### src/design/jnp_pkg.sv
// jnp_pkg: types, constants and helpers for the json number parser
// no dependencies; used by every module of the block
package jnp_pkg;

  localparam int QDepth = 2;

  localparam logic [62:0] Mag63Max = {63{1'b1}};
  localparam logic [63:0] MagMax   = 64'h7FFF_FFFF_FFFF_FFFF;
  localparam logic [63:0] MagMinBits = 64'h8000_0000_0000_0000;
  localparam logic [31:0] CntMax   = 32'hFFFF_FFFF;
  // largest value that can still take one more digit of at most 7
  localparam logic [62:0] LimBase  = 63'd922337203685477580;

  typedef struct packed {
    logic [7:0] ch;
    logic       is_end;
  } in_item_t;

  typedef struct packed {
    logic signed [63:0] integer_part;
    logic signed [63:0] exponent_out;
    logic [62:0]        fraction_out;
    logic [31:0]        fraction_digits;
    logic               invalid;
    logic               precision_loss;
    logic               positive_overflow;
    logic               negative_overflow;
    logic               positive_infinity;
    logic               negative_infinity;
  } out_item_t;

  // classified character handed from front to back
  typedef struct packed {
    logic       is_end;
    logic       is_digit;
    logic       is_dot;
    logic       is_ee;
    logic       is_minus;
    logic       is_plus;
    logic [3:0] digit;
  } cls_t;

  typedef enum logic [9:0] {
    P_START = 10'b00_0000_0001,
    P_MINUS = 10'b00_0000_0010,
    P_ZERO  = 10'b00_0000_0100,
    P_INT   = 10'b00_0000_1000,
    P_DOT   = 10'b00_0001_0000,
    P_FRAC  = 10'b00_0010_0000,
    P_EXPM  = 10'b00_0100_0000,
    P_EXPS  = 10'b00_1000_0000,
    P_EXPD  = 10'b01_0000_0000,
    P_ERR   = 10'b10_0000_0000
  } phase_e;

  typedef enum logic [6:0] {
    C_RUN   = 7'b000_0001,
    C_FLUSH = 7'b000_0010,
    C_FIN   = 7'b000_0100,
    C_MUL   = 7'b000_1000,
    C_DIV   = 7'b001_0000,
    C_INT   = 7'b010_0000,
    C_EMIT  = 7'b100_0000
  } ctl_e;

  // (max - d) / 10 for a digit d
  function automatic logic [62:0] digit_lim(input logic [3:0] d);
    return (d > 4'd7) ? (LimBase - 63'd1) : LimBase;
  endfunction

  function automatic logic [62:0] times_ten(input logic [62:0] x, input logic [3:0] d);
    return (x << 3) + (x << 1) + {59'd0, d};
  endfunction

endpackage

### src/design/jnp_front.sv
// jnp_front: takes input items, classifies each character and queues it
// depends on jnp_pkg
module jnp_front #(
  parameter int Depth = jnp_pkg::QDepth
) (
  input  logic              clk_i,
  input  logic              rst_ni,
  input  logic              in_valid_i,
  output logic              in_ready_o,
  input  jnp_pkg::in_item_t in_item_i,
  output logic              q_valid_o,
  input  logic              q_pop_i,
  output jnp_pkg::cls_t     q_item_o
);

  localparam int PtrW = (Depth > 1) ? $clog2(Depth) : 1;
  localparam int CntW = $clog2(Depth + 1);

  jnp_pkg::cls_t mem_q [Depth];
  logic [PtrW-1:0] wptr_q, rptr_q;
  logic [CntW-1:0] cnt_q;
  jnp_pkg::cls_t cls;
  logic push, pop;

  always_comb begin
    cls          = '0;
    cls.is_end   = in_item_i.is_end;
    cls.is_digit = (in_item_i.ch >= 8'h30) && (in_item_i.ch <= 8'h39);
    cls.digit    = cls.is_digit ? in_item_i.ch[3:0] : 4'd0;
    cls.is_dot   = (in_item_i.ch == 8'h2E);
    cls.is_ee    = (in_item_i.ch == 8'h65) || (in_item_i.ch == 8'h45);
    cls.is_minus = (in_item_i.ch == 8'h2D);
    cls.is_plus  = (in_item_i.ch == 8'h2B);
  end

  assign in_ready_o = (cnt_q != CntW'(Depth));
  assign q_valid_o  = (cnt_q != '0);
  assign q_item_o   = mem_q[rptr_q];
  assign push       = in_valid_i && in_ready_o;
  assign pop        = q_pop_i && q_valid_o;

  always_ff @(posedge clk_i) begin
    if (push) begin
      mem_q[wptr_q] <= cls;
    end
  end

  always_ff @(posedge clk_i or negedge rst_ni) begin
    if (!rst_ni) begin
      wptr_q <= '0;
      rptr_q <= '0;
      cnt_q  <= '0;
    end else begin
      if (push) begin
        wptr_q <= (wptr_q == PtrW'(Depth - 1)) ? '0 : wptr_q + 1'b1;
      end
      if (pop) begin
        rptr_q <= (rptr_q == PtrW'(Depth - 1)) ? '0 : rptr_q + 1'b1;
      end
      if (push && !pop) begin
        cnt_q <= cnt_q + 1'b1;
      end else if (pop && !push) begin
        cnt_q <= cnt_q - 1'b1;
      end
    end
  end

endmodule

### config.mk
export PLATFORM = sky130hd
export DESIGN_NAME = jnp_front
export DESIGN_NICKNAME = d
export VERILOG_FILES = /design/src/design/jnp_pkg.sv /design/src/design/jnp_front.sv
export SDC_FILE = /design/constraint.sdc
export NUM_CORES = 1
export LEC_CHECK = 0
export ABC_AREA = 0
export BUFFER_PORTS_ARGS = -buffer_cell sky130_fd_sc_hd__buf_2
export CAP_MARGIN = 20
export CORE_MARGIN = 2
export CORE_UTILIZATION = 30
export DETAILED_ROUTE_END_ITERATION = 12
export SLEW_MARGIN = 40
export SYNTH_ARGS = -nofsm -noshare
export SYNTH_HDL_FRONTEND = slang
export SYNTH_SLANG_ARGS = --single-unit
### constraint.sdc
create_clock -name clk_i -period 2 [get_ports clk_i]
set_clock_uncertainty 0.05 [all_clocks]
set_input_delay 0.5 -clock clk_i [delete_from_list [all_inputs] [get_ports clk_i]]
set_output_delay 0.5 -clock clk_i [all_outputs]
set_load 0.05 [all_outputs]
==> metrics.md <==
| Metric | Value |
|---|---|
| Sink Count | `24` |
| Cts bufs inserted | `3` |
| Final net count | `between 100 and 150` |
| Area growth from synthesis to layout | `27.9%` |
| Worst VDD drop | `between 400 and 500 µV` |
| Die ar. | `between 3000 and 4000 µm²` |
| Fin Setup TNS | `0 ns` |
| Slew Limit Fails | `0` |
| Worst min path class | `input pin to flip-flop` |
| Number of synthesized flops with an enable pin | `20` |
| DP Wirelength | `around 1400 µm` |
| Synthesized cell area | `approximately 1000 µm²` |
| Number of port buffers | `24` |
| Post-synth top area share | `0.579` |
| I/O pin count | `25` |
| P_leak | `0.521 nW` |
| Cells after synthesis | `66` |
| First-pass GRT wire length | `2950 µm` |
| CP max FO | `4` |
| Clk root buf | `clkbuf_4` |
| Drt pass-1 iters | `4` |
| Yosys reg bits | `24` |
| Routed len/inst | `approximately 12 µm` |
| Slew @ Worst Pin | `0.493 ns` |
| Post-synth top flop | `edfxtp_1` |
| Max cap viols | `0` |
| RSZ-0062 raised after global routing | `no` |
| Drt via density | `4.43` |
| Top cells by area, synth | `edfxtp_1, mux2_2, dfrtp_1, xnor2_1, xor2_1` |
| Crit path time final | `between 1.5 and 2 ns` |
| Fillcell total | `~330` |
| Critical Path End Type | `output pin` |
| Initial antenna violation count | `0` |
| Kind of critical path | `flip-flop to output pin` |
| PwrDens | `about 1600 nW/µm²` |
| Kind of start point of the critical path | `flip-flop` |
| Final setup viols | `0` |
| Rows | `21` |
| Ys Warns | `0` |
| Worst hold start | `in_item_i[0]` |
| Initial Util | `0.311` |
| Clock tree buffer depth | `2` |
| Slack of the critical path | `between 0.05 and 0.06 ns` |
| Post-synth ARST share | `0.167` |
| Syn avg cell area | `about 16 µm²` |
| Antenna Diode Count | `0` |
| Core area | `3340 µm²` |
| Starting DRT DRC Count | `7` |
| Layout cells sized above 1 | `0.515` |
| Final antenna-violating net count | `0` |
| Final RePlAce weighted congestion | `0.712` |
| WHS | `0.319 ns` |
| Congestion Overflow GR | `0` |
| Syn Nets | `80` |
| Unique cell type count in the Yosys netlist | `25` |
| CP arrival | `~1.4 ns` |
| Largest net degree at the start of global routing | `15` |
| Critical path origin | `rptr_q` |
| Top post-synthesis cells by count | `edfxtp_1, mux2_2, dfrtp_1, nor2_1, xnor2_1` |
| Final Hold Fails | `0` |
| Final period utilization | `0.970` |
| Seq/Total Area, Yosys | `0.676` |
| Chip Height | `roughly 63 µm` |
| Most common cell in the synthesized netlist | `edfxtp_1` |
| Via Count | `643` |
| Outcome | `finished, final reports clean` |
| CTS tree | `built` |
| DRC viols | `0` |
| Clk slew on worst S/H paths | `approximately 0.14 ns` |
| H-tree depth | `1` |
| Max Freq | `a little over 0.5 GHz` |
| Critical R2R Launch | `cnt_q[0]` |
| Chip width | `around 63 µm` |
| Rel. slew slack | `0.671` |
| Clk_lat worst skew | `approximately 0.30 ns` |
| Total power | `2.11 mW` |
| Required time of the critical path | `around 1.5 ns` |
| All-Layer GR Usage | `0.0956` |
| Vias in the first global route | `about 670` |
| DRT Wirelength | `roughly 1800 µm` |
| Pre-CTS WS | `between 0.2 and 0.3 ns` |
| Leading area contributor after synthesis | `edfxtp_1` |
[sequential cells by signal (all words and copies together) (netlist names)]
| register | flops |
|---|---|
| mem_q | 20 |
| wptr_q | 1 |
| rptr_q | 1 |
| cnt_q | 2 |
[final timing paths]
check | cells after the start | to | slack [ns]
setup / recovery | 3 | q_item_o[2] | 0.06
hold / removal | 1 | mem_q[1][9] | 0.32
setup reg to reg | 6 | cnt_q[1] | 0.45
hold reg to reg | 1 | cnt_q[1] | 0.45
max in group asynchronous | 2 | rptr_q | 1.32
min in group asynchronous | 2 | cnt_q[1] | 0.46
[power by group]
group          switching, mW  internal [mW]  total (mW)
clock                  0.143          0.203       0.346
combinational          0.649          0.359        1.01
sequential            0.0599          0.693       0.753
[per-stage QoR]
| stage | instance area, µm² | utilization | instances |
|---|---|---|---|
| 5_1_grt | 1330 | 0.397 | 145 |
| 6_report | 1330 | 0.397 | 145 |
| 3_5_place_dp | 1230 | 0.369 | 138 |
| 2_1_floorplan | 1040 | - | 66 |
| 3_3_place_gp | 1230 | 0.369 | 138 |
| 4_1_cts | 1300 | 0.391 | 144 |
[placed cells by master (no fill, tap or decap), types with 2 or more instances in the layout]
| master | count |
|---|---|
| dfrtp_1 | 3 |
| mux2_2 | 10 |
| clkbuf_4 | 3 |
| nor2_1 | 4 |
| xor2_1 | 2 |
| buf_2 | 18 |
| inv_1 | 2 |
| xnor2_1 | 3 |
| buf_4 | 11 |
| nand2_1 | 2 |
| nor3_1 | 2 |
| edfxtp_1 | 20 |
| or2_2 | 2 |
[critical path: stages, from the launching register on]
cell     delay (ns)
dfrtp_2        0.41
buf_4          0.14
mux2_2         0.34
buf_4          0.19
[routing by layer]
layer,wire length (µm),share of wire,GRT usage
met3,54,0.030,0.0144
met2,961,0.54,0.175
met5,0,0,0
met1,755,0.42,0.110
met4,16,0.0090,0.0417
[cell type report]
class                   instances  area [µm²]  area share
clock buffers                   3        22.5      0.0170
clock inverters                 1        30.0      0.0226
inverters                       3        11.3     0.00849
multi-input cells              38         320       0.242
flip-flops and latches         24         702       0.529
well taps                      46        57.6      0.0434
repair buffers                 30         183       0.138
[cell families (layout without fill, tap and decap cells)]
kind of cell               after synthesis  count (layout)  share of synthesized area
AOI/OAI and AO/OA                        1               1                    0.00482
buffers and inverters                    4              37                     0.0157
DFF                                     24              24                      0.676
xor gates and xnor gates                 5               5                     0.0422
adders and majority gates                1               1                     0.0121
muxes                                   10              10                      0.109
and+or+nand+nor                         21              21                      0.141
[repair_timing]
action,CTS,global route
gates resized for setup,1,12
gates cloned,0,0
pin swaps,0,0
endpoints found under the setup margin,8,9
hold buffers,1,0
setup buffers,1,1
endpoints found under the hold margin,4,0
Note: power is estimated with default switching activity, not from simulation.
